### src/hdl/srtvp_pkg.sv
// Shared constants, codes and types of the turn velocity profile block.
`timescale 1ns / 1ps
`default_nettype none
package srtvp_pkg;

  localparam int unsigned TICK_HZ_DEF = 1000;
  localparam int unsigned DEPTH_DEF   = 256;
  localparam int TICK_W  = 17;
  localparam int DEPTH_W = 13;

  localparam logic [23:0] MAX24    = 24'hFFFFFF;
  localparam logic [16:0] PIH_Q16  = 17'd102944;
  localparam logic [16:0] SINE_ONE = 17'd65536;
  localparam logic [23:0] GAIN_RST = 24'd4096;
  localparam logic [19:0] CAP_RST  = 20'd40960;

  localparam logic CFG_GAIN = 1'b0;
  localparam logic CFG_CAP  = 1'b1;

  localparam logic CMD_START = 1'b0;
  localparam logic CMD_TICK  = 1'b1;

  // Controller states; the datapath runs the step named by the state.
  localparam logic [4:0] ST_IDLE  = 5'd0;
  localparam logic [4:0] ST_PACC  = 5'd1;
  localparam logic [4:0] ST_PPROD = 5'd2;
  localparam logic [4:0] ST_PSQS  = 5'd3;
  localparam logic [4:0] ST_PSQW  = 5'd4;
  localparam logic [4:0] ST_PRM1  = 5'd5;
  localparam logic [4:0] ST_PRM2  = 5'd6;
  localparam logic [4:0] ST_PRDS  = 5'd7;
  localparam logic [4:0] ST_PRDW  = 5'd8;
  localparam logic [4:0] ST_PTR1  = 5'd9;
  localparam logic [4:0] ST_PTDS  = 5'd10;
  localparam logic [4:0] ST_PTDW  = 5'd11;
  localparam logic [4:0] ST_PCR1  = 5'd12;
  localparam logic [4:0] ST_PCDS  = 5'd13;
  localparam logic [4:0] ST_PCDW  = 5'd14;
  localparam logic [4:0] ST_PFIN  = 5'd15;
  localparam logic [4:0] ST_TEVAL = 5'd16;
  localparam logic [4:0] ST_TKM   = 5'd17;
  localparam logic [4:0] ST_TKDS  = 5'd18;
  localparam logic [4:0] ST_TKDW  = 5'd19;
  localparam logic [4:0] ST_TZM   = 5'd20;
  localparam logic [4:0] ST_TZ2   = 5'd22;
  localparam logic [4:0] ST_THORN = 5'd23;
  localparam logic [4:0] ST_TSIN  = 5'd24;
  localparam logic [4:0] ST_TMAG  = 5'd25;
  localparam logic [4:0] ST_EMIT  = 5'd26;

  localparam logic [1:0] TK_DONE   = 2'd0;
  localparam logic [1:0] TK_CRUISE = 2'd1;
  localparam logic [1:0] TK_SINE   = 2'd2;

  typedef struct packed {
    logic [4:0] op;
    logic [1:0] coef;
    logic       accept;
  } cmd_t;

  typedef struct packed {
    logic       sqrt_done;
    logic       div_done;
    logic       zero_plan;
    logic       capped;
    logic [1:0] tick_kind;
    logic       out_busy;
  } stat_t;

  // Horner coefficients of the sine polynomial, innermost first.
  function automatic logic [16:0] horner_coef(input logic [1:0] idx);
    logic [16:0] c;
    case (idx)
      2'd0:    c = 17'd307;
      2'd1:    c = 17'd5223;
      2'd2:    c = 17'd42334;
      default: c = 17'd102944;
    endcase
    return c;
  endfunction

endpackage
`default_nettype wire

### src/hdl/srtvp_if.sv
// Valid/ready channels for input and result words.
`timescale 1ns / 1ps
`default_nettype none
interface srtvp_in_if;
  logic               valid;
  logic               ready;
  logic               command;
  logic signed [15:0] turn_angle;
  logic [15:0]        force_req;
  modport source(output valid, command, turn_angle, force_req, input ready);
  modport sink(input valid, command, turn_angle, force_req, output ready);
endinterface

interface srtvp_out_if;
  logic               valid;
  logic               ready;
  logic signed [20:0] turn_rate;
  logic               turn_done;
  modport source(output valid, turn_rate, turn_done, input ready);
  modport sink(input valid, turn_rate, turn_done, output ready);
endinterface
`default_nettype wire

### src/hdl/srtvp_div.sv
// Restoring divider, one quotient bit per cycle.
`timescale 1ns / 1ps
`default_nettype none
module srtvp_div
  import srtvp_pkg::*;
(
  input  wire logic        clk,
  input  wire logic        rst,
  input  wire logic        start,
  input  wire logic [63:0] num,
  input  wire logic [47:0] den,
  output logic             done,
  output logic [63:0]      quo
);
  logic [63:0] n;
  logic [47:0] rem;
  logic [47:0] den_r;
  logic [5:0]  cnt;
  logic        busy;
  logic [48:0] remc;
  logic [48:0] diff;
  logic        ge;

  assign remc = {rem, n[63]};
  assign diff = remc - {1'b0, den_r};
  assign ge   = remc >= {1'b0, den_r};
  assign quo  = n;

  always_ff @(posedge clk) begin
    if (rst) begin
      busy <= 1'b0;
      done <= 1'b0;
      cnt  <= '0;
    end else begin
      done <= 1'b0;
      if (start) begin
        busy <= 1'b1;
        cnt  <= '0;
      end else if (busy) begin
        cnt <= cnt + 6'd1;
        if (cnt == 6'd63) begin
          busy <= 1'b0;
          done <= 1'b1;
        end
      end
    end
  end

  // The quotient bits shift into the numerator register as it empties.
  always_ff @(posedge clk) begin
    if (start) begin
      n     <= num;
      den_r <= den;
      rem   <= '0;
    end else if (busy) begin
      rem <= ge ? diff[47:0] : remc[47:0];
      n   <= {n[62:0], ge};
    end
  end
endmodule
`default_nettype wire

### src/hdl/srtvp_sqrt.sv
// Integer square root, one root bit per cycle.
`timescale 1ns / 1ps
`default_nettype none
module srtvp_sqrt
  import srtvp_pkg::*;
(
  input  wire logic        clk,
  input  wire logic        rst,
  input  wire logic        start,
  input  wire logic [47:0] radicand,
  output logic             done,
  output logic [23:0]      root
);
  logic [47:0] v;
  logic [25:0] rem;
  logic [4:0]  cnt;
  logic        busy;
  logic [27:0] remc;
  logic [27:0] trial;
  logic [27:0] diff;
  logic        ge;

  assign remc  = {rem, v[47:46]};
  assign trial = {2'b00, root, 2'b01};
  assign diff  = remc - trial;
  assign ge    = remc >= trial;

  always_ff @(posedge clk) begin
    if (rst) begin
      busy <= 1'b0;
      done <= 1'b0;
      cnt  <= '0;
    end else begin
      done <= 1'b0;
      if (start) begin
        busy <= 1'b1;
        cnt  <= '0;
      end else if (busy) begin
        cnt <= cnt + 5'd1;
        if (cnt == 5'd23) begin
          busy <= 1'b0;
          done <= 1'b1;
        end
      end
    end
  end

  always_ff @(posedge clk) begin
    if (start) begin
      v    <= radicand;
      rem  <= '0;
      root <= '0;
    end else if (busy) begin
      v    <= {v[45:0], 2'b00};
      rem  <= ge ? diff[25:0] : remc[25:0];
      root <= {root[22:0], ge};
    end
  end
endmodule
`default_nettype wire

### src/hdl/srtvp_dp.sv
// Datapath: turn plan registers, shared multiplier, divider, root unit, output word.
`timescale 1ns / 1ps
`default_nettype none
module srtvp_dp
  import srtvp_pkg::*;
#(
  parameter int unsigned TICK_HZ          = TICK_HZ_DEF,
  parameter int unsigned SINE_TABLE_DEPTH = DEPTH_DEF
) (
  input  wire logic               clk,
  input  wire logic               rst,
  input  wire cmd_t               cmd,
  output stat_t                   stat,
  input  wire logic               in_command,
  input  wire logic signed [15:0] in_angle,
  input  wire logic [15:0]        in_force,
  input  wire logic               cfg_we,
  input  wire logic               cfg_index,
  input  wire logic [23:0]        cfg_data,
  output logic                    out_valid,
  input  wire logic               out_ready,
  output logic signed [20:0]      out_vel,
  output logic                    out_done
);
  localparam logic [TICK_W-1:0]  TickC  = TICK_W'(TICK_HZ);
  localparam logic [DEPTH_W-1:0] DepthC = DEPTH_W'(SINE_TABLE_DEPTH);
  // Rounded-up 2^40 / depth; (k * ZScaleC) >> 24 equals floor(k * 65536 / depth) exactly
  // for every k up to the table depth.
  localparam logic [35:0] ZScaleC = 36'(((64'd1 << 40) + 64'(SINE_TABLE_DEPTH) - 64'd1) /
                                        64'(SINE_TABLE_DEPTH));

  logic [23:0] gain;
  logic [19:0] vcap;
  logic [15:0] agl;
  logic [15:0] force_q;
  logic        neg;
  logic [31:0] accel;
  logic [63:0] x;
  logic [19:0] peak;
  logic        capped;
  logic [23:0] ramp;
  logic [23:0] cruise;
  logic [23:0] elapsed;
  logic        turning;
  logic [23:0] u;
  logic [12:0] k;
  logic [16:0] z;
  logic [16:0] z2;
  logic [16:0] r;
  logic [16:0] s;
  logic [19:0] res_mag;
  logic        res_done;

  logic [39:0] mul_a;
  logic [23:0] mul_b;
  logic [63:0] prod;
  logic        div_start;
  logic [63:0] div_num;
  logic [47:0] div_den;
  logic        div_done;
  logic [63:0] quo;
  logic        sqrt_done;
  logic [23:0] root;
  logic [25:0] total_raw;
  logic [23:0] total;
  logic [24:0] rc_sum;
  logic [1:0]  kind;
  logic [23:0] sine_num;
  logic [23:0] quo_sat;
  logic [48:0] two_trans;
  logic [15:0] cruise_span;
  logic [23:0] elapsed_inc;
  logic [17:0] s_raw;
  logic [63:0] mag_round;
  logic        out_busy;

  assign total_raw   = {1'b0, ramp, 1'b0} + {2'b00, cruise};
  assign total       = (total_raw > {2'b00, MAX24}) ? MAX24 : total_raw[23:0];
  assign rc_sum      = {1'b0, ramp} + {1'b0, cruise};
  assign quo_sat     = (|quo[63:24]) ? MAX24 : quo[23:0];
  assign two_trans   = {quo[47:0], 1'b0};
  assign cruise_span = ({33'd0, agl} > two_trans) ? (agl - two_trans[15:0]) : 16'd0;
  assign elapsed_inc = (elapsed != MAX24) ? (elapsed + 24'd1) : elapsed;
  assign s_raw       = prod[33:16];
  assign mag_round   = prod + 64'd32768;
  assign out_busy    = out_valid && !out_ready;

  // Which part of the profile the current tick falls in.
  always_comb begin
    kind     = TK_CRUISE;
    sine_num = elapsed;
    if (!turning || elapsed >= total) begin
      kind = TK_DONE;
    end else if (elapsed < ramp) begin
      kind = TK_SINE;
    end else if ({1'b0, elapsed} >= rc_sum) begin
      kind     = TK_SINE;
      sine_num = total - elapsed;
    end
  end

  always_comb begin
    stat.sqrt_done = sqrt_done;
    stat.div_done  = div_done;
    stat.zero_plan = (peak == 20'd0) || (accel == 32'd0);
    stat.capped    = capped;
    stat.tick_kind = kind;
    stat.out_busy  = out_busy;
  end

  // Shared multiplier operand selection.
  always_comb begin
    mul_a = '0;
    mul_b = '0;
    case (cmd.op)
      ST_PACC:  begin mul_a = {24'd0, force_q};      mul_b = gain;                 end
      ST_PPROD: begin mul_a = {8'd0, accel};         mul_b = {8'd0, agl};          end
      ST_PRM1:  begin mul_a = {20'd0, peak};         mul_b = {7'd0, TickC};        end
      ST_PRM2:  begin mul_a = x[39:0];               mul_b = {7'd0, PIH_Q16};      end
      ST_PTR1:  begin mul_a = {20'd0, peak};         mul_b = {4'd0, peak};         end
      ST_PCR1:  begin mul_a = x[39:0];               mul_b = {7'd0, TickC};        end
      ST_TKM:   begin mul_a = {16'd0, u};            mul_b = {11'd0, DepthC};      end
      ST_TZM:   begin mul_a = {4'd0, ZScaleC};       mul_b = {11'd0, k};           end
      ST_TZ2:   begin mul_a = {23'd0, z};            mul_b = {7'd0, z};            end
      ST_THORN: begin mul_a = {23'd0, z2};           mul_b = {7'd0, r};            end
      ST_TSIN:  begin mul_a = {23'd0, z};            mul_b = {7'd0, r};            end
      ST_TMAG:  begin mul_a = {20'd0, peak};         mul_b = {7'd0, s};            end
      default:  begin mul_a = '0;                    mul_b = '0;                   end
    endcase
  end

  assign prod = mul_a * mul_b;

  // Divider operands; each rounded quotient adds half the divisor first.
  always_comb begin
    div_start = 1'b1;
    div_num   = '0;
    div_den   = '0;
    case (cmd.op)
      ST_PRDS: begin
        div_num = x + {17'd0, accel, 15'd0};
        div_den = {accel, 16'd0};
      end
      ST_PTDS: begin
        div_num = x;
        div_den = {16'd0, accel};
      end
      ST_PCDS: begin
        div_num = x + {45'd0, peak[19:1]};
        div_den = {28'd0, peak};
      end
      ST_TKDS: begin
        div_num = x + {41'd0, ramp[23:1]};
        div_den = {24'd0, ramp};
      end
      default: div_start = 1'b0;
    endcase
  end

  srtvp_div u_div (
    .clk  (clk),
    .rst  (rst),
    .start(div_start),
    .num  (div_num),
    .den  (div_den),
    .done (div_done),
    .quo  (quo)
  );

  srtvp_sqrt u_sqrt (
    .clk     (clk),
    .rst     (rst),
    .start   (cmd.op == ST_PSQS),
    .radicand(x[47:0]),
    .done    (sqrt_done),
    .root    (root)
  );

  always_ff @(posedge clk) begin
    if (rst) begin
      gain    <= GAIN_RST;
      vcap    <= CAP_RST;
      ramp    <= '0;
      cruise  <= '0;
      peak    <= '0;
      elapsed <= '0;
      turning <= 1'b0;
      neg     <= 1'b0;
    end else begin
      if (cfg_we) begin
        case (cfg_index)
          CFG_GAIN: gain <= cfg_data;
          default:  vcap <= cfg_data[19:0];
        endcase
      end
      case (cmd.op)
        ST_IDLE: begin
          if (cmd.accept && in_command == CMD_START) begin
            neg     <= in_angle[15];
            agl     <= in_angle[15] ? 16'(-in_angle) : in_angle;
            force_q <= in_force;
          end
        end
        ST_PACC: begin
          accel  <= prod[39:8];
          ramp   <= '0;
          cruise <= '0;
        end
        ST_PPROD: x <= {1'b0, prod[63:1]};
        ST_PSQW: begin
          if (sqrt_done) begin
            if (root > {4'd0, vcap}) begin
              peak   <= vcap;
              capped <= 1'b1;
            end else begin
              peak   <= root[19:0];
              capped <= 1'b0;
            end
          end
        end
        ST_PRM1, ST_PRM2, ST_PTR1, ST_PCR1, ST_TKM: x <= prod;
        ST_PRDW: if (div_done) ramp <= quo_sat;
        ST_PTDW: if (div_done) x <= {48'd0, cruise_span};
        ST_PCDW: if (div_done) cruise <= quo_sat;
        ST_PFIN: begin
          elapsed  <= '0;
          turning  <= 1'b1;
          res_mag  <= '0;
          res_done <= 1'b0;
        end
        ST_TEVAL: begin
          case (kind)
            TK_DONE: begin
              turning  <= 1'b0;
              res_mag  <= '0;
              res_done <= 1'b1;
            end
            TK_CRUISE: begin
              elapsed  <= elapsed_inc;
              res_mag  <= peak;
              res_done <= 1'b0;
            end
            default: begin
              elapsed <= elapsed_inc;
              u       <= sine_num;
            end
          endcase
        end
        ST_TKDW: if (div_done) k <= quo[12:0];
        ST_TZM:  z <= prod[40:24];
        ST_TZ2: begin
          z2 <= prod[32:16];
          r  <= 17'd11;
        end
        ST_THORN: r <= horner_coef(cmd.coef) - prod[32:16];
        ST_TSIN:  s <= (s_raw > {1'b0, SINE_ONE}) ? SINE_ONE : s_raw[16:0];
        ST_TMAG: begin
          res_mag  <= mag_round[35:16];
          res_done <= 1'b0;
        end
        default: ;
      endcase
    end
  end

  // Output word register; it holds until the sink takes it.
  always_ff @(posedge clk) begin
    if (rst) begin
      out_valid <= 1'b0;
    end else if (cmd.op == ST_EMIT && !out_busy) begin
      out_valid <= 1'b1;
      out_vel   <= neg ? -$signed({1'b0, res_mag}) : $signed({1'b0, res_mag});
      out_done  <= res_done;
    end else if (out_ready) begin
      out_valid <= 1'b0;
    end
  end
endmodule
`default_nettype wire

### src/hdl/srtvp_ctrl.sv
// Controller: sequences the plan and tick steps of the datapath.
`timescale 1ns / 1ps
`default_nettype none
module srtvp_ctrl
  import srtvp_pkg::*;
(
  input  wire logic  clk,
  input  wire logic  rst,
  input  wire logic  in_valid,
  output logic       in_ready,
  input  wire logic  in_command,
  input  wire stat_t stat,
  output cmd_t       cmd
);
  logic [4:0] state;
  logic [4:0] state_next;
  logic [1:0] hstep;

  assign in_ready = (state == ST_IDLE);

  always_comb begin
    cmd.op     = state;
    cmd.coef   = hstep;
    cmd.accept = in_valid && (state == ST_IDLE);
  end

  always_comb begin
    state_next = state;
    unique case (state)
      ST_IDLE: begin
        if (in_valid) state_next = (in_command == CMD_START) ? ST_PACC : ST_TEVAL;
      end
      ST_PACC:  state_next = ST_PPROD;
      ST_PPROD: state_next = ST_PSQS;
      ST_PSQS:  state_next = ST_PSQW;
      ST_PSQW:  if (stat.sqrt_done) state_next = ST_PRM1;
      ST_PRM1:  state_next = stat.zero_plan ? ST_PFIN : ST_PRM2;
      ST_PRM2:  state_next = ST_PRDS;
      ST_PRDS:  state_next = ST_PRDW;
      ST_PRDW:  if (stat.div_done) state_next = stat.capped ? ST_PTR1 : ST_PFIN;
      ST_PTR1:  state_next = ST_PTDS;
      ST_PTDS:  state_next = ST_PTDW;
      ST_PTDW:  if (stat.div_done) state_next = ST_PCR1;
      ST_PCR1:  state_next = ST_PCDS;
      ST_PCDS:  state_next = ST_PCDW;
      ST_PCDW:  if (stat.div_done) state_next = ST_PFIN;
      ST_PFIN:  state_next = ST_EMIT;
      ST_TEVAL: state_next = (stat.tick_kind == TK_SINE) ? ST_TKM : ST_EMIT;
      ST_TKM:   state_next = ST_TKDS;
      ST_TKDS:  state_next = ST_TKDW;
      ST_TKDW:  if (stat.div_done) state_next = ST_TZM;
      ST_TZM:   state_next = ST_TZ2;
      ST_TZ2:   state_next = ST_THORN;
      ST_THORN: if (hstep == 2'd3) state_next = ST_TSIN;
      ST_TSIN:  state_next = ST_TMAG;
      ST_TMAG:  state_next = ST_EMIT;
      ST_EMIT:  if (!stat.out_busy) state_next = ST_IDLE;
      default:  state_next = ST_IDLE;
    endcase
  end

  always_ff @(posedge clk) begin
    if (rst) begin
      state <= ST_IDLE;
      hstep <= '0;
    end else begin
      state <= state_next;
      hstep <= (state == ST_THORN) ? hstep + 2'd1 : 2'd0;
    end
  end
endmodule
`default_nettype wire

### src/hdl/sine_ramp_turn_velocity_profile.sv
// A start word runs a 24-step root, then three 64-step divisions when the cap acts, one when
// it does not and none for a zero plan. A tick word in a ramp runs one 64-step division and
// nine multiplies; a cruise, finished or idle tick runs neither. One word is worked on at a
// time; the next is accepted the cycle after its result is loaded, and a result still waiting
// in the output register stretches that.
// Synchronous active-high reset restores the register defaults and an idle, empty plan.
`timescale 1ns / 1ps
`default_nettype none
module sine_ramp_turn_velocity_profile
  import srtvp_pkg::*;
#(
  parameter int unsigned TICK_HZ          = TICK_HZ_DEF,
  parameter int unsigned SINE_TABLE_DEPTH = DEPTH_DEF
) (
  input  wire logic        clk,
  input  wire logic        rst,
  srtvp_in_if.sink         in_ch,
  srtvp_out_if.source      out_ch,
  input  wire logic        cfg_we,
  input  wire logic        cfg_index,
  input  wire logic [23:0] cfg_data
);
  cmd_t  cmd;
  stat_t stat;
  logic  in_rdy;

  assign in_ch.ready = in_rdy;

  srtvp_ctrl u_ctrl (
    .clk       (clk),
    .rst       (rst),
    .in_valid  (in_ch.valid),
    .in_ready  (in_rdy),
    .in_command(in_ch.command),
    .stat      (stat),
    .cmd       (cmd)
  );

  srtvp_dp #(
    .TICK_HZ         (TICK_HZ),
    .SINE_TABLE_DEPTH(SINE_TABLE_DEPTH)
  ) u_dp (
    .clk       (clk),
    .rst       (rst),
    .cmd       (cmd),
    .stat      (stat),
    .in_command(in_ch.command),
    .in_angle  (in_ch.turn_angle),
    .in_force  (in_ch.force_req),
    .cfg_we    (cfg_we),
    .cfg_index (cfg_index),
    .cfg_data  (cfg_data),
    .out_valid (out_ch.valid),
    .out_ready (out_ch.ready),
    .out_vel   (out_ch.turn_rate),
    .out_done  (out_ch.turn_done)
  );
endmodule
`default_nettype wire
### src/flat_wrapper.sv
// flat-port wrapper written by rule: the top's interface ports become plain ports
module sine_ramp_turn_velocity_profile_flat import srtvp_pkg::*;
#(
  parameter int unsigned TICK_HZ          = TICK_HZ_DEF,
  parameter int unsigned SINE_TABLE_DEPTH = DEPTH_DEF
)
  (clk, rst, cfg_we, cfg_index, cfg_data, in_ch_valid, in_ch_command, in_ch_turn_angle, in_ch_force_req, in_ch_ready, out_ch_valid, out_ch_turn_rate, out_ch_turn_done, out_ch_ready);
  srtvp_in_if in_ch_i ();
  srtvp_out_if out_ch_i ();
  input  wire logic clk;
  input  wire logic rst;
  input  wire logic cfg_we;
  input  wire logic cfg_index;
  input  wire logic [23:0] cfg_data;
  input wire logic [$bits(in_ch_i.valid)-1:0] in_ch_valid;
  input wire logic [$bits(in_ch_i.command)-1:0] in_ch_command;
  input wire logic [$bits(in_ch_i.turn_angle)-1:0] in_ch_turn_angle;
  input wire logic [$bits(in_ch_i.force_req)-1:0] in_ch_force_req;
  output wire logic [$bits(in_ch_i.ready)-1:0] in_ch_ready;
  output wire logic [$bits(out_ch_i.valid)-1:0] out_ch_valid;
  output wire logic [$bits(out_ch_i.turn_rate)-1:0] out_ch_turn_rate;
  output wire logic [$bits(out_ch_i.turn_done)-1:0] out_ch_turn_done;
  input wire logic [$bits(out_ch_i.ready)-1:0] out_ch_ready;
  assign in_ch_i.valid = in_ch_valid;
  assign in_ch_i.command = in_ch_command;
  assign in_ch_i.turn_angle = in_ch_turn_angle;
  assign in_ch_i.force_req = in_ch_force_req;
  assign in_ch_ready = in_ch_i.ready;
  assign out_ch_valid = out_ch_i.valid;
  assign out_ch_turn_rate = out_ch_i.turn_rate;
  assign out_ch_turn_done = out_ch_i.turn_done;
  assign out_ch_i.ready = out_ch_ready;
  sine_ramp_turn_velocity_profile #(.TICK_HZ(TICK_HZ), .SINE_TABLE_DEPTH(SINE_TABLE_DEPTH)) u_core (.clk(clk), .rst(rst), .in_ch(in_ch_i), .out_ch(out_ch_i), .cfg_we(cfg_we), .cfg_index(cfg_index), .cfg_data(cfg_data));
endmodule
### config.mk
export PLATFORM = sky130hd
export DESIGN_NAME = sine_ramp_turn_velocity_profile_flat
export DESIGN_NICKNAME = d
export VERILOG_FILES = /design/src/hdl/srtvp_pkg.sv /design/src/hdl/srtvp_if.sv /design/src/hdl/srtvp_div.sv /design/src/hdl/srtvp_sqrt.sv /design/src/hdl/srtvp_dp.sv /design/src/hdl/srtvp_ctrl.sv /design/src/hdl/sine_ramp_turn_velocity_profile.sv /design/src/flat_wrapper.sv
export SDC_FILE = /design/constraint.sdc
export NUM_CORES = 2
export LEC_CHECK = 0
export BUFFER_PORTS_ARGS = -buffer_cell sky130_fd_sc_hd__buf_2
export CAP_MARGIN = 15
export CORE_MARGIN = 2
export CORE_UTILIZATION = 64
export CTS_CLUSTER_DIAMETER = 150
export DETAILED_ROUTE_END_ITERATION = 16
export PLACE_DENSITY = 0.79
export SLEW_MARGIN = 20
export SYNTH_ARGS = -nofsm -noshare
export SYNTH_HDL_FRONTEND = slang
export SYNTH_SLANG_ARGS = --single-unit
### constraint.sdc
create_clock -name clk -period 12.2 [get_ports clk]
set_input_delay 0 -clock clk [delete_from_list [all_inputs] [get_ports clk]]
set_output_delay 0 -clock clk [all_outputs]
set_load 0.005 [all_outputs]
==> results.md <==
* Status: finished, final reports clean
* H-tree level count at 3
* Comb power frac at 0.707
* DRT iter0 DRCs at about 9000
* Wirelength, routed at about 280000 um
* Number of synthesized flops with an enable pin at between 400 and 500
* Crit Path Max Fanout at 56
* Worst rel slew slack at 0.173
* Place WS at between 900 and 1000 ps
* Synth Flop Type: edfxtp_1
* Final min period at 11480 ps
* Sinks on Clock Net at about 700
* WL per Instance at between 20 and 30 um
* Netlist cell types at 99
* Count leader, synth: nand2_1
* Remaining DRCs at 0
* Critical path data required time at around 13000 ps
* CTS Buf Count at 74
* Commonest cells post-synth: 1228 x nand2_1, 1200 x inv_1, 842 x fa_1
* Net Sw Frac at 0.525
* TritonCTS clock tree: yes
* CP max-delay cell: dfxtp_1
* Worst Clk Skew at 31.9 ps
* Power, Total at roughly 22000 uW
* Power share of the sequential group at 0.183
* Cell row count at between 100 and 150
* Top Ports at 87
* Leak pwr at ~0.036 uW
* Number of synthesized register bits at 696
* Filler instances at about 8900
* PwrDens at 278 nW/um^2
* Post-CTS Setup Bufs at 0
* Crit share post-route at 0.941
* Post-Syn Area per Cell at ~8.9 um^2
* RSZ-0062 raised after global routing: no
* GR Overflow Total at 0
* Setup TNS at 0 ps
* Worst Setup Path Type: reg -> reg
* Clk_lat worst skew at approximately 670 ps
* Crit path launch type: register
* Drt pass-1 iters at 10
* Root Buffer: clkbuf_16
* Arr. time, crit path at roughly 12000 ps
* Initial antenna violation count at 31
* Hold Path Class: in -> reg
* Crit-path max cell delay at around 800 ps
* Post-synth top area share at 0.228
* Die Ht at approximately 340 um
* Clock-pin transition on the worst setup and hold timing paths at 70 ps
* Final hold vios at 0
* Die ar. at ~120000 um^2
* Vias per cell at 6.52
* Largest net degree at the start of global routing at 92
* Antenna Nets Post-Route at 0
* Post-synthesis sequential area ratio at 0.248
* Max-cap violations at 0
* Clock network fraction of total power at 0.110
* Core ar. at around 110000 um^2
* PortBufs at 86
* P&R area growth vs syn at 9.13%
* Via count at roughly 66000
* Mapped cell area at between 70000 and 80000 um^2
* Synth area leader: fa_1
* Setup WS post-layout at roughly 700 ps
* Synth top area cells: fa_1 23%, edfxtp_1 18%, ha_1 8.4%
* Wire length of the first global-routing pass at approximately 400000 um
* Vias in the first global route at around 65000
* Setup crit end kind: register
* Count of final setup violators at 0
* Final Slew Violations at 0
* Worst-Margin Slew at roughly 1200 ps
* Internal at 10700 uW
* Max Fclk at around 0.087 GHz
* Synthesis Warnings at 0
* Detailed Place HPWL at ~210000 um
* NumNets Final at about 10000
* Die width at between 300 and 400 um
* CP dominant cell by count: fa_1
* Layout cells sized above 1 at 0.0580
* Clock buffer depth at 3
* VDD IR-drop max at between 600 and 700 uV
* Gate Count Post-Synth at 8335
* Async SR Flop Fraction at 0
* Psw at 11800 uW
* Initial Util at 0.646
* Overall routing resource usage at 0.465
* Placer Congestion at 1.07
==> sequential cells by signal, summed over array words and instances (netlist names), 20 cells and up <==
signal	count
u_core.u_dp.out_vel	21
u_core.u_dp.cruise	24
u_core.u_dp.u_sqrt.root	24
u_core.u_dp.ramp	24
u_core.u_dp.u_sqrt.v	48
u_core.u_dp.res_mag	20
u_core.u_dp.accel	32
u_core.u_dp.peak	20
u_core.u_dp.u	24
u_core.u_dp.u_div.rem	48
u_core.u_dp.vcap	20
u_core.u_dp.u_sqrt.rem	26
u_core.u_dp.x	64
u_core.u_dp.gain	24
u_core.u_dp.elapsed	24
u_core.u_dp.u_div.quo	64
u_core.u_dp.u_div.den_r	48
==> metrics by stage <==
stage,instances,hold slack [ps],util,cell area [um^2]
after global placement,9944,178,0.674,77200
final,10200,42.1,0.705,80700
after floorplan,8547,98.9,-,74700
after CTS,10200,25.4,0.704,80600
after detailed placement,9944,178,0.674,77200
after global routing,10200,44.2,0.704,80600
==> final timing paths <==
kind | cells after the start | startpoint | to | slack (ps)
worst min-delay path | 2 | in_ch_force_req[10] | u_core.u_dp.force_q[10] | 40
worst max register to register | 39 | u_core.u_ctrl.state[1] | u_core.u_dp.r[16] | 720
worst min register to register | 2 | u_core.u_dp.u_sqrt.rem[25] | u_core.u_dp.u_sqrt.rem[25] | 460
worst max-delay path | 39 | u_core.u_ctrl.state[1] | u_core.u_dp.r[16] | 720
==> power groups by stage <==
stage / clock [uW] / sequential, uW / combinational, uW
floorplan: 0 / 3730 / 10800
global placement: 0 / 4080 / 14800
detailed placement: 0 / 4080 / 15000
CTS: 2460 / 4040 / 15200
global route: 2560 / 4090 / 17000
finish: 2480 / 4100 / 15900
==> placed cells by master (no fill, tap or decap), types with 85 or more instances in the layout <==
cell type  instances
a21o_1           170
a21oi_1          441
and2_1            97
buf_2             85
buf_4            186
conb_1           214
dfxtp_1          255
edfxtp_1         437
fa_1             842
ha_1             495
inv_1           1198
mux2i_1          100
nand2_1         1224
nand3_1          119
nor2_1           557
nor3_1           111
o21ai_0          404
xnor2_1          207
xor2_1           124
==> routing by layer <==
layer | share of wire | GRT usage | vias to the layer above
li1 | - | - | 28300
met1 | 0.36 | 0.599 | 32200
met2 | 0.42 | 0.679 | 4735
met3 | 0.14 | 0.150 | 1147
met4 | 0.077 | 0.293 | 18
met5 | 0.00046 | 0 | -
==> what timing repair did <==
action,CTS,global route
hold endpoints to repair,98,0
hold buffers,78,0
resized for setup,0,1
setup endpoints to repair,0,1
==> worst max-delay path: cells and delay by family (launching register included) <==
kind	cells	cell delay (ps)
AO/OA/AOI/OAI	12	3120
adder cells (fa/ha/maj)	10	4190
buffers and inverters	7	740
flip-flops	1	800
multiplexers	1	100
AND/OR/NAND/NOR	9	2170
==> cell families after synthesis <==
group / count (synthesis) / share of synthesized area
buffers and inverters: 1591 / 0.0809
AOI/OAI and AO/OA: 1748 / 0.155
adders and majority gates: 1337 / 0.312
and+or+nand+nor: 2519 / 0.150
xor gates and xnor gates: 334 / 0.0400
other: 2 / 0.000102
muxes: 108 / 0.0148
DFF: 696 / 0.248
==> cell type report <==
class	instances	area, um^2	share of cell area
Sequential cell	696	18300	0.227
Timing Repair Buffer	350	2620	0.0325
Clock buffer	88	2030	0.0251
Multi-Input combinational cell	6260	50700	0.628
Tap cell	1512	1890	0.0234
Clock inverter	49	581	0.00720
Antenna cell	22	55.1	0.000682
Inverter	1205	4530	0.0561
(Power assumes the default switching activity.)
